===== src/hw/rtl/wcmf_pkg.sv =====
// shared constants, types and register map of the 3x3 window filter
package wcmf_pkg;

    // geometry and pixel format
    localparam int MAX_WIDTH  = 1024;
    localparam int MAX_HEIGHT = 4096;
    localparam int KSIZE      = 3;
    localparam int PIX_W      = 8;
    localparam int WIN_N      = KSIZE * KSIZE;
    localparam int COL_W      = $clog2(MAX_WIDTH);
    localparam int LINE_W     = (KSIZE - 1) * PIX_W;

    // register field widths
    localparam int MODE_W    = 2;
    localparam int LVL_W     = 8;
    localparam int FW_W      = 11;
    localparam int FH_W      = 13;
    localparam int KROW_W    = 48;
    localparam int COEF_W    = 16;
    localparam int CFG_W     = 48;
    localparam int CFG_IDX_W = 3;

    // result and position widths
    localparam int VAL_W = 16;
    localparam int ROW_W = 22;
    localparam int CNT_W = 22;
    localparam int WH_W  = FW_W + FH_W;

    // result buffer
    localparam int FIFO_DEPTH = 8;
    localparam int FIFO_AW    = $clog2(FIFO_DEPTH);
    localparam int FIFO_CW    = $clog2(FIFO_DEPTH + 1);

    typedef enum logic [MODE_W-1:0] {
        MODE_RAW    = 2'd0,
        MODE_CLAMP  = 2'd1,
        MODE_MEDIAN = 2'd2
    } mode_t;

    typedef enum logic [CFG_IDX_W-1:0] {
        REG_FILTER_MODE  = 3'd0,
        REG_BORDER_COPY  = 3'd1,
        REG_MAX_LEVEL    = 3'd2,
        REG_FRAME_WIDTH  = 3'd3,
        REG_FRAME_HEIGHT = 3'd4,
        REG_KERNEL_TOP   = 3'd5,
        REG_KERNEL_MID   = 3'd6,
        REG_KERNEL_BOT   = 3'd7
    } cfg_index_t;

    typedef struct packed {
        logic [MODE_W-1:0] filter_mode;
        logic              border_copy;
        logic [LVL_W-1:0]  max_level;
        logic [FW_W-1:0]   frame_width;
        logic [FH_W-1:0]   frame_height;
        logic [KROW_W-1:0] kernel_row_top;
        logic [KROW_W-1:0] kernel_row_mid;
        logic [KROW_W-1:0] kernel_row_bot;
    } cfg_t;

    localparam cfg_t CFG_RESET = '{
        filter_mode:    MODE_W'(1),
        border_copy:    1'b1,
        max_level:      LVL_W'(255),
        frame_width:    FW_W'(640),
        frame_height:   FH_W'(480),
        kernel_row_top: KROW_W'(0),
        kernel_row_mid: KROW_W'(64'd16777216),
        kernel_row_bot: KROW_W'(0)
    };

    typedef struct packed {
        logic [PIX_W-1:0] pixel_in;
        logic             is_flush;
    } in_word_t;

    typedef struct packed {
        logic signed [VAL_W-1:0] value_out;
        logic                    frame_last;
    } out_word_t;

    // per-item flags decided at acceptance
    typedef struct packed {
        logic emit;
        logic border;
        logic last;
    } tag_t;

    typedef struct packed {
        tag_t             tag;
        logic [PIX_W-1:0] pix;
        logic [COL_W-1:0] col;
    } item_info_t;

    // line store clearing sweep after reset
    typedef struct packed {
        logic             active;
        logic [COL_W-1:0] addr;
    } clr_t;

    typedef logic [WIN_N-1:0][PIX_W-1:0] win_t;

endpackage


===== src/hw/rtl/wcmf_fifo.sv =====
// small result buffer between the pipeline and the output channel
module wcmf_fifo (
    input  logic                clk,
    input  logic                rst_n,
    input  logic                wr_en,
    input  wcmf_pkg::out_word_t wr_word,
    input  logic                rd_en,
    output logic                rd_valid,
    output wcmf_pkg::out_word_t rd_word
);
    import wcmf_pkg::*;

    out_word_t          mem_reg [FIFO_DEPTH];
    logic [FIFO_AW-1:0] wr_ptr_reg, wr_ptr_next;
    logic [FIFO_AW-1:0] rd_ptr_reg, rd_ptr_next;
    logic [FIFO_CW-1:0] count_reg, count_next;

    // pointers and fill level
    always_comb
    begin
        wr_ptr_next = wr_en ? wr_ptr_reg + FIFO_AW'(1) : wr_ptr_reg;
        rd_ptr_next = rd_en ? rd_ptr_reg + FIFO_AW'(1) : rd_ptr_reg;
        count_next  = count_reg + FIFO_CW'(wr_en) - FIFO_CW'(rd_en);
    end

    always_ff @(posedge clk or negedge rst_n)
    begin
        if (!rst_n)
        begin
            wr_ptr_reg <= '0;
            rd_ptr_reg <= '0;
            count_reg  <= '0;
        end
        else
        begin
            wr_ptr_reg <= wr_ptr_next;
            rd_ptr_reg <= rd_ptr_next;
            count_reg  <= count_next;
        end
    end

    // storage
    always_ff @(posedge clk)
    begin
        if (wr_en)
            mem_reg[wr_ptr_reg] <= wr_word;
    end

    assign rd_valid = count_reg != '0;
    assign rd_word  = mem_reg[rd_ptr_reg];

    // the credit scheme upstream keeps the buffer from overflowing
    a_no_overflow: assert property (@(posedge clk) disable iff (!rst_n)
        wr_en |-> (count_reg != FIFO_CW'(FIFO_DEPTH) || rd_en))
        else $error("result buffer overflow");

endmodule


===== config.mk =====
export PLATFORM = sky130hd
export DESIGN_NAME = wcmf_fifo
export DESIGN_NICKNAME = d
export VERILOG_FILES = /design/src/hw/rtl/wcmf_pkg.sv /design/src/hw/rtl/wcmf_fifo.sv
export SDC_FILE = /design/constraint.sdc
export NUM_CORES = 1
export LEC_CHECK = 0
export ABC_AREA = 1
export BUFFER_PORTS_ARGS = -buffer_cell sky130_fd_sc_hd__buf_2
export CAP_MARGIN = 20
export CORE_UTILIZATION = 35
export CTS_BUF_LIST = sky130_fd_sc_hd__clkbuf_8 sky130_fd_sc_hd__clkbuf_16
export DETAILED_ROUTE_END_ITERATION = 10
export GPL_TIMING_DRIVEN = 1
export PLACE_DENSITY = 0.61
export SYNTH_ARGS = -nofsm -noshare
export SYNTH_HDL_FRONTEND = slang
export SYNTH_SLANG_ARGS = --single-unit

===== constraint.sdc =====
create_clock -name clk -period 4.7 [get_ports clk]
set_input_delay 0.47 -clock clk [delete_from_list [all_inputs] [get_ports clk]]
set_output_delay 0.47 -clock clk [all_outputs]
set_load 0.05 [all_outputs]

### Word-level counts from Yosys, hierarchy flattened

Memory sizes are Yosys's and may differ from the RTL's.
Cells that the tools add are included.
W data, S select, Z words.

* $mul: 0
* divide/modulo/power cells: 0
* bitwise operators: 0
* $add $sub $neg: 4
* muxes and demuxes: 2
* equality and inequality tests: 0
* order comparisons: 0
* shift-type cells: 0
* reductions and logical operators: 1

Operator list (number)
* $add A3 B1 Y3 const B: 2
* $add A4 B1 Y4: 1
* $reduce_bool A4 Y1: 1
* $sub A4 B1 Y4: 1
* $mux W1: 2

* flip-flop bits (word level): 10
* bits of input ports: 21
* logic and storage cells: 11
* ROM bits: 0
* RAM bits: 136
* bits in latches: 0
* memories: 1

Memory list
* mem_reg: words 8, bits a word 17, rd ports 1, clocked after Yosys merged registers in 0, write ports 1, RTL line wcmf_fifo.sv:13 `out_word_t mem_reg [FIFO_DEPTH];`

### Logic depth before layout (Yosys ltp)

Gate-level depths: netlist of run 1.

* depth in word-level cells: 2
* gate-level depth with buffers: 9
* depth with buffers taken out: 7

### Worst setup path before layout of run 1

Ideal clock, no wire load.

* path type: in2reg
* start point: input port wr_en
* end point: memory mem_reg[0][0] in the netlist's numbering, enable pin
* stages on the path: 3
* required time: 4310 ps
* arrival time: 1556 ps
* path buffers: 0
* library setup time: 390 ps
* setup slack: 2754 ps
* path through: inv_1 > or2_2 > nor2_1

* word-level cells in the longest chain between the ends: 2

RTL lines
* from (decl): RTL line wcmf_fifo.sv:5 `input logic wr_en,`
* $mux W1: RTL line wcmf_fifo.sv:45 `if (wr_en)`
* $mux W1 (implied by the code): RTL line wcmf_fifo.sv:46 `mem_reg[wr_ptr_reg] <= wr_word;`
* to (decl): RTL line wcmf_fifo.sv:13

Every way passes these cells.

==> impl_results.html, run 1 <==
<table>
<tr><th>Metric</th><th>Value</th></tr>
<tr><th colspan="2">Outcome</th></tr>
<tr><td>Run status</td><td>finished with violations</td></tr>
<tr><td>Violated checks</td><td>design-rule violations</td></tr>
<tr><th colspan="2">Floorplan</th></tr>
<tr><td>Die span in y</td><td>between 100 and 150 um</td></tr>
<tr><td>Initial cell density of the core</td><td>0.359</td></tr>
<tr><td>Core area</td><td>approximately 0.018 mm2</td></tr>
<tr><td>Die span in x</td><td>138 um</td></tr>
<tr><td>Top-level I/O count</td><td>39</td></tr>
<tr><td>Cell Rows</td><td>49</td></tr>
<tr><td>Area of the die</td><td>around 0.019 mm2</td></tr>
<tr><th colspan="2">Place</th></tr>
<tr><td>Routability-driven placement congestion ratio</td><td>~0.7</td></tr>
<tr><td>Total instance count after detailed placement</td><td>900</td></tr>
<tr><td>Detail Placement HPWL</td><td>between 7000 and 8000 um</td></tr>
<tr><td>I/O Buffers</td><td>38</td></tr>
<tr><th colspan="2">CTS</th></tr>
<tr><td>TritonCTS clock tree</td><td>done</td></tr>
<tr><td>Clock latency on the worst-skew pair</td><td>between 0.4 and 0.5 ns</td></tr>
<tr><td>Clock Sink Count</td><td>146</td></tr>
<tr><td>Post-cts repair resize count</td><td>0</td></tr>
<tr><td>H-Tree Level Count</td><td>4</td></tr>
<tr><td>Clock transition at path regs</td><td>0.06 ns</td></tr>
<tr><td>Buffer cell driving the clock tree root</td><td>clkbuf_16</td></tr>
<tr><td>Hold bufs inserted after CTS</td><td>1</td></tr>
<tr><td>Num CTS Buffers</td><td>17</td></tr>
<tr><td>Clock buffer depth</td><td>2</td></tr>
<tr><td>Post-CTS Repair Setup Buffers</td><td>0</td></tr>
<tr><th colspan="2">Route</th></tr>
<tr><td>Met2 WL post-DR</td><td>6330 um</td></tr>
<tr><td>Average detailed-routed wire length per instance</td><td>13.9 um</td></tr>
<tr><td>Drc violations</td><td>10</td></tr>
<tr><td>Drt total wl</td><td>13000 um</td></tr>
<tr><td>Starting DRC count in detailed routing</td><td>320</td></tr>
<tr><td>Antenna-violating nets left</td><td>0</td></tr>
<tr><td>Post-Route M1 WL</td><td>5940 um</td></tr>
<tr><td>Detailed-route vias per instance</td><td>4.37</td></tr>
<tr><td>Number of detailed-routing iterations run before antenna repair</td><td>7</td></tr>
<tr><td>Vias post-DR</td><td>around 4100</td></tr>
<tr><td>Met3 wire len</td><td>538 um</td></tr>
<tr><td>Top routing layer used</td><td>met4</td></tr>
<tr><th colspan="2">Timing</th></tr>
<tr><td>Number of setup violations in the final report</td><td>0</td></tr>
<tr><td>Unrepaired setup endpoints after global routing</td><td>false</td></tr>
<tr><td>Post-route minimum period</td><td>around 2.7 ns</td></tr>
<tr><td>Relative slew slack</td><td>0.326</td></tr>
<tr><td>Final total negative setup slack</td><td>0 ns</td></tr>
<tr><td>Pins over their slew limit</td><td>0</td></tr>
<tr><td>Actual transition at the worst max-transition pin</td><td>1.01 ns</td></tr>
<tr><td>Final worst path period share</td><td>0.580</td></tr>
<tr><td>Final Hold Violating Endpoints</td><td>0</td></tr>
<tr><td>Max Clock Skew</td><td>0.00294 ns</td></tr>
<tr><td>Fmax</td><td>0.367 GHz</td></tr>
<tr><th colspan="2">Global routing</th></tr>
<tr><td>Vias in the first global route</td><td>4063</td></tr>
<tr><td>First-pass GRT wire length</td><td>about 21000 um</td></tr>
<tr><td>Largest net degree at the start of global routing</td><td>71</td></tr>
<tr><td>Initial antenna violation count</td><td>0</td></tr>
<tr><td>Global router's overall resource usage</td><td>0.149</td></tr>
<tr><td>GRT overflow</td><td>0</td></tr>
<tr><th colspan="2">Critical path</th></tr>
<tr><td>Type of the setup path with the least slack</td><td>reg2out</td></tr>
<tr><td>Buffers &amp; Inverters on Critical Path</td><td>3</td></tr>
<tr><td>Worst-path cell chain</td><td>buf_4, clkinv_1, nand2_1, nand2_1, buf_2</td></tr>
<tr><td>Category of the worst setup path launch point</td><td>flop</td></tr>
<tr><td>Master of the slowest instance on the critical path</td><td>clkinv_1</td></tr>
<tr><td>Family with the most delay on the worst path</td><td>buffers and inverters</td></tr>
<tr><td>Required time at the worst-slack endpoint</td><td>4.23 ns</td></tr>
<tr><td>Cell repeated most along the worst path</td><td>nand2_1</td></tr>
<tr><td>Max incr delay on CP</td><td>0.64 ns</td></tr>
<tr><td>Top fanout value on the critical path</td><td>19</td></tr>
<tr><td>Crit end category</td><td>output pin</td></tr>
<tr><td>Arrival time at the worst endpoint</td><td>roughly 2.3 ns</td></tr>
<tr><th colspan="2">Finish</th></tr>
<tr><td>N_diodes</td><td>0</td></tr>
<tr><td>Layout fillers</td><td>1696</td></tr>
<tr><td>Ratio of cells with drive above 1 in the final layout</td><td>0.126</td></tr>
<tr><td>Largest register FFs</td><td>136</td></tr>
<tr><td>Most common cell after layout, fill and taps aside</td><td>nand2_1</td></tr>
<tr><td>Final layout net count</td><td>around 730</td></tr>
<tr><td>Synthesis-to-finish area growth</td><td>17.7%</td></tr>
<tr><td>Post-route insts no fill</td><td>937</td></tr>
<tr><td>Commonest non-fill, non-tap cells in the layout</td><td>nand2_1 (233), inv_1 (152), edfxtp_1 (136), nand3_1 (70), buf_2 (38)</td></tr>
<tr><th colspan="2">Power and ir drop</th></tr>
<tr><td>Worst VDD drop</td><td>0.276 mV</td></tr>
<tr><td>Pleak</td><td>~3.6 nW</td></tr>
<tr><td>Power density over the cells</td><td>669 mW/mm2</td></tr>
<tr><th colspan="2">Yosys</th></tr>
<tr><td>Cell type with the highest aggregate area in the netlist</td><td>edfxtp_1</td></tr>
<tr><td>Gate Count Post-Synth</td><td>652</td></tr>
<tr><td>Number of distinct library cell variants in the gate-level netlist after synthesis</td><td>20</td></tr>
<tr><td>Warnings from Yosys</td><td>0</td></tr>
<tr><td>Sequential cell area fraction in the yosys report</td><td>0.668</td></tr>
<tr><td>Flop and latch count out of synthesis</td><td>around 150</td></tr>
<tr><td>Average instance area after synthesis</td><td>9.95 um2</td></tr>
<tr><td>Syn nets</td><td>681</td></tr>
<tr><td>Top-area cell type share of the netlist area</td><td>0.629</td></tr>
<tr><td>Top post-synthesis cells by area</td><td>edfxtp_1 (63%), nand2_1 (13%), inv_1 (8.7%), nand3_1 (5.4%), dfrtp_1 (3.9%)</td></tr>
<tr><td>Netlist area before placement</td><td>~0.0065 mm2</td></tr>
<tr><th colspan="2">Job</th></tr>
<tr><td>Total of max-cap violations</td><td>0</td></tr>
<tr><th colspan="2">Worst hold path</th></tr>
<tr><td>Worst min-delay path class</td><td>in2reg</td></tr>
</table>
per-layer routing:
layer	GRT usage	up-vias
met4	0.0680	0
li1	-	2101
met3	0.0312	15
met5	0	-
met2	0.247	74
met1	0.187	1907
Yosys cell counts:
cell / count
nand2_1: 233
inv_1: 150
edfxtp_1: 136
nand3_1: 70
buf_2: 14
dfrtp_1: 10
nor2_1: 8
ha_1: 7
buf_6: 4
xor2_1: 4
buf_4: 3
clkbuf_1: 3
inv_2: 2
o21ai_0: 2
a21oi_1: 1
buf_1: 1
clkinv_1: 1
fa_1: 1
or2_2: 1
xnor2_1: 1
cell type report:
cell class | instances | area (um2) | share of cell area
inverter | 153 | 574 | 0.0752
clock inverter | 14 | 244 | 0.0319
sequential | 146 | 4340 | 0.568
multi-input combinational | 328 | 1450 | 0.190
tap | 229 | 287 | 0.0375
timing repair buffer | 50 | 325 | 0.0426
clock buffer | 17 | 425 | 0.0557
path summary, 6_finish.rpt:
kind	from	end	slack, ns	depth (start not counted)
worst max-delay path	rd_ptr_reg[2]	rd_word[16]	1.97	5
worst min-delay path	rd_en	rd_ptr_reg[0]	0.30	2
worst max register to register	wr_ptr_reg[0]	mem_reg[6][5]	2.74	2
worst min register to register	wr_ptr_reg[0]	wr_ptr_reg[0]	0.55	2
max in group asynchronous	rst_n	rd_ptr_reg[0]	4.02	2
min in group asynchronous	rst_n	count_reg[0]	0.45	2
metrics by stage:
step	setup WS [ns]	total power, W	area (um2)	hold WS, ns	util
floorplan	2.75	0.00317	6490	0.174	-
global placement	2.32	0.00358	6880	0.353	0.380
detailed placement	2.31	0.00360	6880	0.356	0.380
CTS	1.82	0.00514	7560	0.291	0.418
global route	1.84	0.00541	7640	0.298	0.422
finish	1.97	0.00511	7640	0.303	0.422
cell families after synthesis:
family          after synthesis  share of synthesized area
xor+xnor                      5                    0.00675
simple gates                312                      0.194
flops                       146                      0.668
compound gates                3                    0.00231
fa+ha+maj                     8                     0.0166
buf+inv                     178                      0.112
where the power goes:
part	internal [W]	total, W	switching (W)	leakage [nW]
combinational	0.000494	0.00193	0.00144	1.88
sequential	0.00160	0.00164	0.0000470	1.35
clock	0.00104	0.00153	0.000497	0.333
total	0.00313	0.00511	0.00199	3.56
worst register-to-register path: stages, from the launching register on:
cell,delay [ns]
dfrtp_1,0.42
or2_2,0.38
nor2_2,0.78
Note: power is estimated with default switching activity, not from simulation.
==> inputs of run 2 (changes only) <==
PLACE_DENSITY = 0.63   (was 0.61)
clock period = 2.4 ns   (was 4.7 ns; I/O delays follow)
==> run 2 against run 1 <==
Net effect: the flow still finishes with violations (design-rule violations); critical endpoint is now rd_word[0]; largest power group unchanged; critical path depth increased by 2; wire length increased by 4.4%; total power increased by 87%.
==> impl_results.html, run 2 (same netlist as run 1, synthesis figures left out) <==
<table>
<tr><th>Metric</th><th>Value</th></tr>
<tr><th colspan="2">Place</th></tr>
<tr><td>Worst slack, placed</td><td>0.583 ns (-1.73 ns)</td></tr>
<tr><td>Detail Placement HPWL</td><td>8130 um (+12%)</td></tr>
<tr><td>Routability-driven placement congestion ratio</td><td>0.727 (+4.1%)</td></tr>
<tr><td>I/O Buffers</td><td>38 (unchanged)</td></tr>
<tr><th colspan="2">Critical path</th></tr>
<tr><td>Required time at the worst-slack endpoint</td><td>2.16 ns (-2.07 ns)</td></tr>
<tr><td>Buffers &amp; Inverters on Critical Path</td><td>3 (unchanged)</td></tr>
<tr><td>Arrival time at the worst endpoint</td><td>1.98 ns (-0.28 ns)</td></tr>
<tr><td>Cell repeated most along the worst path</td><td>nand2_1</td></tr>
<tr><td>Category of the worst setup path launch point</td><td>flop</td></tr>
<tr><td>Family with the most delay on the worst path</td><td>buffers and inverters</td></tr>
<tr><td>Type of the setup path with the least slack</td><td>reg2out</td></tr>
<tr><td>Max incr delay on CP</td><td>0.39 ns (-0.25 ns)</td></tr>
<tr><td>Endpoint of the worst register-to-register path</td><td>mem_reg[4][6]</td></tr>
<tr><td>Worst R2R Setup Slack</td><td>0.87 ns (-1.87 ns)</td></tr>
<tr><td>Worst-path cell chain</td><td>inv_2, buf_4, nand3_1, nand2_1, nand2_1, nand2_1, buf_2</td></tr>
<tr><td>Reg2reg path depth</td><td>3 (+1)</td></tr>
<tr><td>Master of the slowest instance on the critical path</td><td>dfrtp_1</td></tr>
<tr><td>Startpoint of the lowest-slack register-to-register path</td><td>wr_ptr_reg[0]</td></tr>
<tr><td>Top fanout value on the critical path</td><td>20 (+1)</td></tr>
<tr><td>Crit end category</td><td>output pin</td></tr>
<tr><th colspan="2">Timing</th></tr>
<tr><td>Post-route minimum period</td><td>2.22 ns</td></tr>
<tr><td>Pins over their slew limit</td><td>0 (unchanged)</td></tr>
<tr><td>Number of setup violations in the final report</td><td>0 (unchanged)</td></tr>
<tr><td>Final worst path period share</td><td>0.924</td></tr>
<tr><td>Max Clock Skew</td><td>0.00555 ns (+0.00261 ns)</td></tr>
<tr><td>Final Hold Violating Endpoints</td><td>0 (unchanged)</td></tr>
<tr><td>Actual transition at the worst max-transition pin</td><td>0.741 ns (-0.270 ns)</td></tr>
<tr><td>Relative slew slack</td><td>0.503 (+0.178)</td></tr>
<tr><td>PnR worst setup slack</td><td>0.183 ns (-1.79 ns)</td></tr>
<tr><td>Unrepaired setup endpoints after global routing</td><td>false</td></tr>
<tr><td>Final total negative setup slack</td><td>0 ns (unchanged)</td></tr>
<tr><td>Fmax</td><td>roughly 0.45 GHz</td></tr>
<tr><th colspan="2">Floorplan</th></tr>
<tr><td>Cell Rows</td><td>49 (unchanged)</td></tr>
<tr><td>Top-level I/O count</td><td>39 (unchanged)</td></tr>
<tr><td>Die span in x</td><td>138 um (unchanged)</td></tr>
<tr><td>Die span in y</td><td>138 um (unchanged)</td></tr>
<tr><td>Initial cell density of the core</td><td>0.359 (unchanged)</td></tr>
<tr><td>Area of the die</td><td>0.0191 mm2 (unchanged)</td></tr>
<tr><td>Core area</td><td>0.0181 mm2 (unchanged)</td></tr>
<tr><th colspan="2">CTS</th></tr>
<tr><td>Clock buffer depth</td><td>2 (unchanged)</td></tr>
<tr><td>Num CTS Buffers</td><td>17 (unchanged)</td></tr>
<tr><td>TritonCTS clock tree</td><td>done</td></tr>
<tr><td>Clock transition at path regs</td><td>0.06 ns (about the same)</td></tr>
<tr><td>Post-cts repair resize count</td><td>0 (unchanged)</td></tr>
<tr><td>Clock latency on the worst-skew pair</td><td>0.42 ns (about the same)</td></tr>
<tr><td>Buffer cell driving the clock tree root</td><td>clkbuf_16</td></tr>
<tr><td>Clock Sink Count</td><td>146 (unchanged)</td></tr>
<tr><td>H-Tree Level Count</td><td>4 (unchanged)</td></tr>
<tr><th colspan="2">Route</th></tr>
<tr><td>Post-Route M1 WL</td><td>6110 um (+3.0%)</td></tr>
<tr><td>Top routing layer used</td><td>met4</td></tr>
<tr><td>Antenna-violating nets left</td><td>0 (unchanged)</td></tr>
<tr><td>Starting DRC count in detailed routing</td><td>339 (+5.9%)</td></tr>
<tr><td>Number of detailed-routing iterations run before antenna repair</td><td>8 (+1)</td></tr>
<tr><td>Met2 WL post-DR</td><td>6730 um (+6.3%)</td></tr>
<tr><td>Vias post-DR</td><td>4183 (+2.1%)</td></tr>
<tr><td>Drc violations</td><td>8 (-2)</td></tr>
<tr><td>Met3 wire len</td><td>554 um (+3.0%)</td></tr>
<tr><td>Drt total wl</td><td>13600 um (+4.4%)</td></tr>
<tr><td>Average detailed-routed wire length per instance</td><td>14.4 um (+3.7%)</td></tr>
<tr><td>Detailed-route vias per instance</td><td>4.43 (+1.3%)</td></tr>
<tr><th colspan="2">Worst hold path</th></tr>
<tr><td>Worst min-delay path class</td><td>in2reg</td></tr>
<tr><td>Critical hold path startpoint</td><td>rd_en</td></tr>
<tr><td>WHS Path Cells</td><td>2 (unchanged)</td></tr>
<tr><td>End of the worst hold path</td><td>rd_ptr_reg[0]</td></tr>
<tr><th colspan="2">Global routing</th></tr>
<tr><td>Vias in the first global route</td><td>4246 (+4.5%)</td></tr>
<tr><td>Initial antenna violation count</td><td>0 (unchanged)</td></tr>
<tr><td>Largest net degree at the start of global routing</td><td>69 (-2.8%)</td></tr>
<tr><td>Global router's overall resource usage</td><td>0.158 (+0.00959)</td></tr>
<tr><td>First-pass GRT wire length</td><td>22500 um (+5.2%)</td></tr>
<tr><td>GRT overflow</td><td>0 (unchanged)</td></tr>
<tr><th colspan="2">Outcome</th></tr>
<tr><td>Run status</td><td>finished with violations</td></tr>
<tr><td>Violated checks</td><td>design-rule violations</td></tr>
<tr><th colspan="2">Finish</th></tr>
<tr><td>Commonest non-fill, non-tap cells in the layout</td><td>nand2_1 (233), inv_1 (152), edfxtp_1 (136), nand3_1 (70), buf_2 (38)</td></tr>
<tr><td>N_diodes</td><td>0 (unchanged)</td></tr>
<tr><td>Synthesis-to-finish area growth</td><td>16.1%</td></tr>
<tr><td>Final layout net count</td><td>731 (+0.83%)</td></tr>
<tr><td>Largest register FFs</td><td>136 (unchanged)</td></tr>
<tr><td>Most common cell after layout, fill and taps aside</td><td>nand2_1</td></tr>
<tr><td>Ratio of cells with drive above 1 in the final layout</td><td>0.131 (+0.00576)</td></tr>
<tr><th colspan="2">Power and ir drop</th></tr>
<tr><td>Pleak</td><td>3.53 nW (-1.0%)</td></tr>
<tr><td>Worst VDD drop</td><td>0.736 mV (+170%)</td></tr>
<tr><td>Power density over the cells</td><td>1270 mW/mm2 (+89%)</td></tr>
<tr><th colspan="2">Job</th></tr>
<tr><td>Total of max-cap violations</td><td>0 (unchanged)</td></tr>
</table>
## run 2: changes by cell type in the layout (fill, tap and decap cells not counted), sizes merged
| cell | delta |
|---|---|
| buf | +6 |
| clkinvlp | +2 |
| clkinv | +4 |
| bufinv | -5 |
## run 2: where the power goes
group	switching, W	leakage, nW	internal, W
registers	0.0000960	1.35	0.00312
logic	0.00284	1.90	0.000995
clock network	0.000985	0.273	0.00150
## run 2: worst max-delay path by stage
stage / slack [ns] / start / to / cells after the start
after CTS: 0.12 / rd_ptr_reg[2] / rd_word[9] / 4
after global placement: 0.62 / rd_ptr_reg[2] / rd_word[16] / 4
final: 0.18 / rd_ptr_reg[1] / rd_word[0] / 7
after global routing: 0.04 / rd_ptr_reg[1] / rd_word[0] / 7
after detailed placement: 0.58 / rd_ptr_reg[2] / rd_word[9] / 4
after floorplan: 0.54 / wr_ptr_reg[0] / mem_reg[0][0] / 2
## run 2: layout make-up
type | count | area [um2]
fill | 1748 | 10600
inverter | 153 | 574
clock inverter | 15 | 126
tap | 229 | 287
sequential | 146 | 4340
clock buffer | 17 | 425
timing repair buffer | 56 | 340
multi-input combinational | 328 | 1450
## run 2: stage by stage
step	instances	area, um2	total power [W]	utilization	hold WS [ns]
4_1_cts	944	7540	0.00966	0.417	0.0687
6_report	944	7540	0.00953	0.417	0.0749
5_1_grt	944	7540	0.0101	0.417	0.0640
2_1_floorplan	652	6490	0.00621	-	-0.0556
3_5_place_dp	911	6970	0.00716	0.386	0.122
3_3_place_gp	911	6970	0.00712	0.386	0.121
## run 2: routing by layer
metal | vias to the layer above | GRT usage
met3 | 16 | 0.0409
li1 | 2116 | -
met2 | 70 | 0.272
met4 | 0 | 0.0574
met5 | - | 0
met1 | 1981 | 0.192
## run 2: timing repair
item,CTS,global route
hold buffers,1,0
hold endpoints to repair,10,0
buffers inserted,0,0
==> inputs of run 3 (changes only) <==
--- a/config.mk
+++ b/config.mk
@@ -13,5 +13,5 @@
 export DETAILED_ROUTE_END_ITERATION = 10
 export GPL_TIMING_DRIVEN = 1
-export PLACE_DENSITY = 0.63
+export PLACE_DENSITY = 0.54
 export SYNTH_ARGS = -nofsm -noshare
 export SYNTH_HDL_FRONTEND = slang
==> constraint.sdc (replaced) <==
create_clock -name clk -period 2.4 [get_ports clk]
set_input_delay 0.12 -clock clk [delete_from_list [all_inputs] [get_ports clk]]
set_output_delay 0.12 -clock clk [all_outputs]
set_load 0.05 [all_outputs]
==> run 3 against run 2 <==
Net effect: the flow still finishes with violations (design-rule violations); wire length increased by 1.6%; combinational power is 3% higher; critical path depth is 1 higher; design area increased by 3.5%; non-clock buffer count rose by 18; final cell count grew 1.9%; register-to-register slack got worse by 0.19 ns; clock skew shrank 0.00096 ns; core utilization rose by 1.5 points; critical endpoint is now rd_word[15]; largest cell class unchanged; largest power group unchanged.
==> impl_results.html, run 3 (same netlist as run 1, synthesis figures left out) <==
<table>
<tr><th>Metric</th><th>Value</th></tr>
<tr><th colspan="2">Timing</th></tr>
<tr><td>Actual transition at the worst max-transition pin</td><td>0.816 ns (+0.0757 ns)</td></tr>
<tr><td>Final Hold Violating Endpoints</td><td>0 (unchanged)</td></tr>
<tr><td>Relative slew slack</td><td>0.452 (-0.0508)</td></tr>
<tr><td>Worst Hold Slack</td><td>0.00346 ns (-0.0714 ns)</td></tr>
<tr><td>Final worst path period share</td><td>0.892 (-0.0320)</td></tr>
<tr><td>Unrepaired setup endpoints after global routing</td><td>false</td></tr>
<tr><td>Post-route minimum period</td><td>2.14 ns (-0.0768 ns)</td></tr>
<tr><td>Fmax</td><td>0.467 GHz (+3.6%)</td></tr>
<tr><td>Pins over their slew limit</td><td>0 (unchanged)</td></tr>
<tr><td>Number of setup violations in the final report</td><td>0 (unchanged)</td></tr>
<tr><td>Final total negative setup slack</td><td>0 ns (unchanged)</td></tr>
<tr><td>Max Clock Skew</td><td>0.00459 ns (-0.000960 ns)</td></tr>
<tr><th colspan="2">CTS</th></tr>
<tr><td>Clock latency on the worst-skew pair</td><td>0.42 ns (about the same)</td></tr>
<tr><td>Clock buffer depth</td><td>2 (unchanged)</td></tr>
<tr><td>Num CTS Buffers</td><td>17 (unchanged)</td></tr>
<tr><td>Clock Sink Count</td><td>146 (unchanged)</td></tr>
<tr><td>H-Tree Level Count</td><td>4 (unchanged)</td></tr>
<tr><td>TritonCTS clock tree</td><td>done</td></tr>
<tr><td>Buffer cell driving the clock tree root</td><td>clkbuf_16</td></tr>
<tr><td>Clock transition at path regs</td><td>0.05 ns (about the same)</td></tr>
<tr><th colspan="2">Critical path</th></tr>
<tr><td>Reg2reg path depth</td><td>3 (unchanged)</td></tr>
<tr><td>Endpoint of the worst register-to-register path</td><td>mem_reg[2][6]</td></tr>
<tr><td>Crit end category</td><td>output pin</td></tr>
<tr><td>Category of the worst setup path launch point</td><td>flop</td></tr>
<tr><td>Required time at the worst-slack endpoint</td><td>2.28 ns (+0.12 ns)</td></tr>
<tr><td>Startpoint of the lowest-slack register-to-register path</td><td>wr_ptr_reg[0]</td></tr>
<tr><td>Arrival time at the worst endpoint</td><td>2.02 ns (+0.04 ns)</td></tr>
<tr><td>Top fanout value on the critical path</td><td>52 (+160%)</td></tr>
<tr><td>Worst R2R Setup Slack</td><td>0.68 ns (-0.19 ns)</td></tr>
<tr><td>Type of the setup path with the least slack</td><td>reg2out</td></tr>
<tr><th colspan="2">Power and ir drop</th></tr>
<tr><td>Worst VDD drop</td><td>0.587 mV (-20%)</td></tr>
<tr><td>Power after layout</td><td>0.00984 W (+3.2%)</td></tr>
<tr><td>Power density over the cells</td><td>1260 mW/mm2 (-0.36%)</td></tr>
<tr><td>Pleak</td><td>3.64 nW (+3.1%)</td></tr>
<tr><th colspan="2">Route</th></tr>
<tr><td>Drc violations</td><td>4 (-4)</td></tr>
<tr><td>Average detailed-routed wire length per instance</td><td>14.4 um (-0.27%)</td></tr>
<tr><td>Number of detailed-routing iterations run before antenna repair</td><td>7 (-1)</td></tr>
<tr><td>Antenna-violating nets left</td><td>0 (unchanged)</td></tr>
<tr><td>Drt total wl</td><td>13800 um (+1.6%)</td></tr>
<tr><td>Starting DRC count in detailed routing</td><td>260 (-23%)</td></tr>
<tr><td>Detailed-route vias per instance</td><td>4.47 (+0.78%)</td></tr>
<tr><td>Vias post-DR</td><td>4296 (+2.7%)</td></tr>
<tr><th colspan="2">Global routing</th></tr>
<tr><td>Largest net degree at the start of global routing</td><td>71 (+2.9%)</td></tr>
<tr><td>First-pass GRT wire length</td><td>22000 um (-2.5%)</td></tr>
<tr><td>Initial antenna violation count</td><td>0 (unchanged)</td></tr>
<tr><td>Global router's overall resource usage</td><td>0.155 (-0.00345)</td></tr>
<tr><td>Vias in the first global route</td><td>4168 (-1.8%)</td></tr>
<tr><td>GRT overflow</td><td>0 (unchanged)</td></tr>
<tr><th colspan="2">Finish</th></tr>
<tr><td>Synthesis-to-finish area growth</td><td>20.2%</td></tr>
<tr><td>N_diodes</td><td>0 (unchanged)</td></tr>
<tr><td>Post-layout instance area</td><td>0.00780 mm2 (+3.5%)</td></tr>
<tr><td>Final cell utilization of the core</td><td>0.431 (+0.0147)</td></tr>
<tr><td>Ratio of cells with drive above 1 in the final layout</td><td>0.127 (-0.00459)</td></tr>
<tr><td>Commonest non-fill, non-tap cells in the layout</td><td>nand2_1 (233), inv_1 (152), edfxtp_1 (136), nand3_1 (70), buf_2 (38)</td></tr>
<tr><td>Most common cell after layout, fill and taps aside</td><td>nand2_1</td></tr>
<tr><td>Layout fillers</td><td>1670 (-4.5%)</td></tr>
<tr><td>Largest register FFs</td><td>136 (unchanged)</td></tr>
<tr><td>Final layout net count</td><td>749 (+2.5%)</td></tr>
<tr><th colspan="2">Job</th></tr>
<tr><td>Total of max-cap violations</td><td>0 (unchanged)</td></tr>
<tr><th colspan="2">Floorplan</th></tr>
<tr><td>Area of the die</td><td>0.0191 mm2 (unchanged)</td></tr>
<tr><td>Die span in y</td><td>138 um (unchanged)</td></tr>
<tr><td>Initial cell density of the core</td><td>0.359 (unchanged)</td></tr>
<tr><td>Die span in x</td><td>138 um (unchanged)</td></tr>
<tr><td>Top-level I/O count</td><td>39 (unchanged)</td></tr>
<tr><td>Cell Rows</td><td>49 (unchanged)</td></tr>
<tr><td>Core area</td><td>0.0181 mm2 (unchanged)</td></tr>
<tr><th colspan="2">Place</th></tr>
<tr><td>Detail Placement HPWL</td><td>7970 um (-2.0%)</td></tr>
<tr><td>Placement Cell Area</td><td>0.00701 mm2 (+0.50%)</td></tr>
<tr><td>I/O Buffers</td><td>38 (unchanged)</td></tr>
<tr><td>Routability-driven placement congestion ratio</td><td>0.719 (-1.1%)</td></tr>
<tr><th colspan="2">Outcome</th></tr>
<tr><td>Run status</td><td>finished with violations</td></tr>
<tr><td>Violated checks</td><td>design-rule violations</td></tr>
<tr><th colspan="2">Worst hold path</th></tr>
<tr><td>WHS Path Cells</td><td>1 (-1)</td></tr>
<tr><td>Critical hold path startpoint</td><td>wr_word[4]</td></tr>
<tr><td>Worst min-delay path class</td><td>in2reg</td></tr>
<tr><td>End of the worst hold path</td><td>mem_reg[3][4]</td></tr>
</table>
## run 3: cell count changes in the layout (fill, tap and decap cells not counted), sizes merged
cell | previous run | this run
clkinvlp | 3 | 2
dlygate4sd3 | 1 | 19
clkinv | 9 | 8
bufinv | 2 | 4
## run 3: metrics by stage
| step | instances | setup WS (ns) |
|---|---|---|
| after global routing | 962 | 0.0640 |
| after CTS | 962 | 0.181 |
| after global placement | 911 | 0.644 |
| after floorplan | 652 | 0.540 |
| after detailed placement | 911 | 0.640 |
| final | 962 | 0.260 |
## run 3: where the power goes
group	switching, W	internal, W
sequential	0.0000953	0.00312
combinational	0.00291	0.00103
clock	0.000966	0.00171
## run 3: cell type report
cell class | count | area (um2) | share of cell area
sequential | 146 | 4340 | 0.556
multi-input combinational | 328 | 1450 | 0.185
inverter | 153 | 574 | 0.0736
timing repair buffer | 74 | 562 | 0.0720
clock buffer | 17 | 425 | 0.0545
tap | 229 | 287 | 0.0367
clock inverter | 15 | 174 | 0.0223
## run 3: what timing repair did
item / 4_1_cts / 5_1_grt
endpoints found under the hold margin: 142 / 0
endpoints found under the setup margin: 0 / 1
setup buffers: 0 / 0
hold buffers: 19 / 0
gates resized for setup: 0 / 1
## run 3: layer usage
| metal | part of all wire | wire, um | track usage | vias to the layer above |
|---|---|---|---|---|
| li1 | - | - | - | 2153 |
| met1 | 0.45 | 6270 | 0.189 | 2031 |
| met2 | 0.49 | 6710 | 0.259 | 82 |
| met3 | 0.038 | 530 | 0.0343 | 30 |
| met4 | 0.022 | 304 | 0.0775 | 0 |
| met5 | 0 | 0 | 0 | - |
## run 3: critical path, cell delays in order, from the launching register on
cell	delay, ns
dfrtp_2	0.41
inv_2	0.26
buf_12	0.30
nand2_1	0.09
nand3_1	0.07
nand2_1	0.06
nand2_1	0.05
nand2_1	0.12
buf_2	0.23
## run 3: how the worst max path moves through the flow
stage,start,endpoint
after global placement,rd_ptr_reg[0],rd_word[15]
after detailed placement,rd_ptr_reg[0],rd_word[9]
after CTS,rd_ptr_reg[0],rd_word[1]
after global routing,rd_ptr_reg[0],rd_word[15]
final,rd_ptr_reg[0],rd_word[15]
after floorplan,wr_ptr_reg[0],mem_reg[0][0]
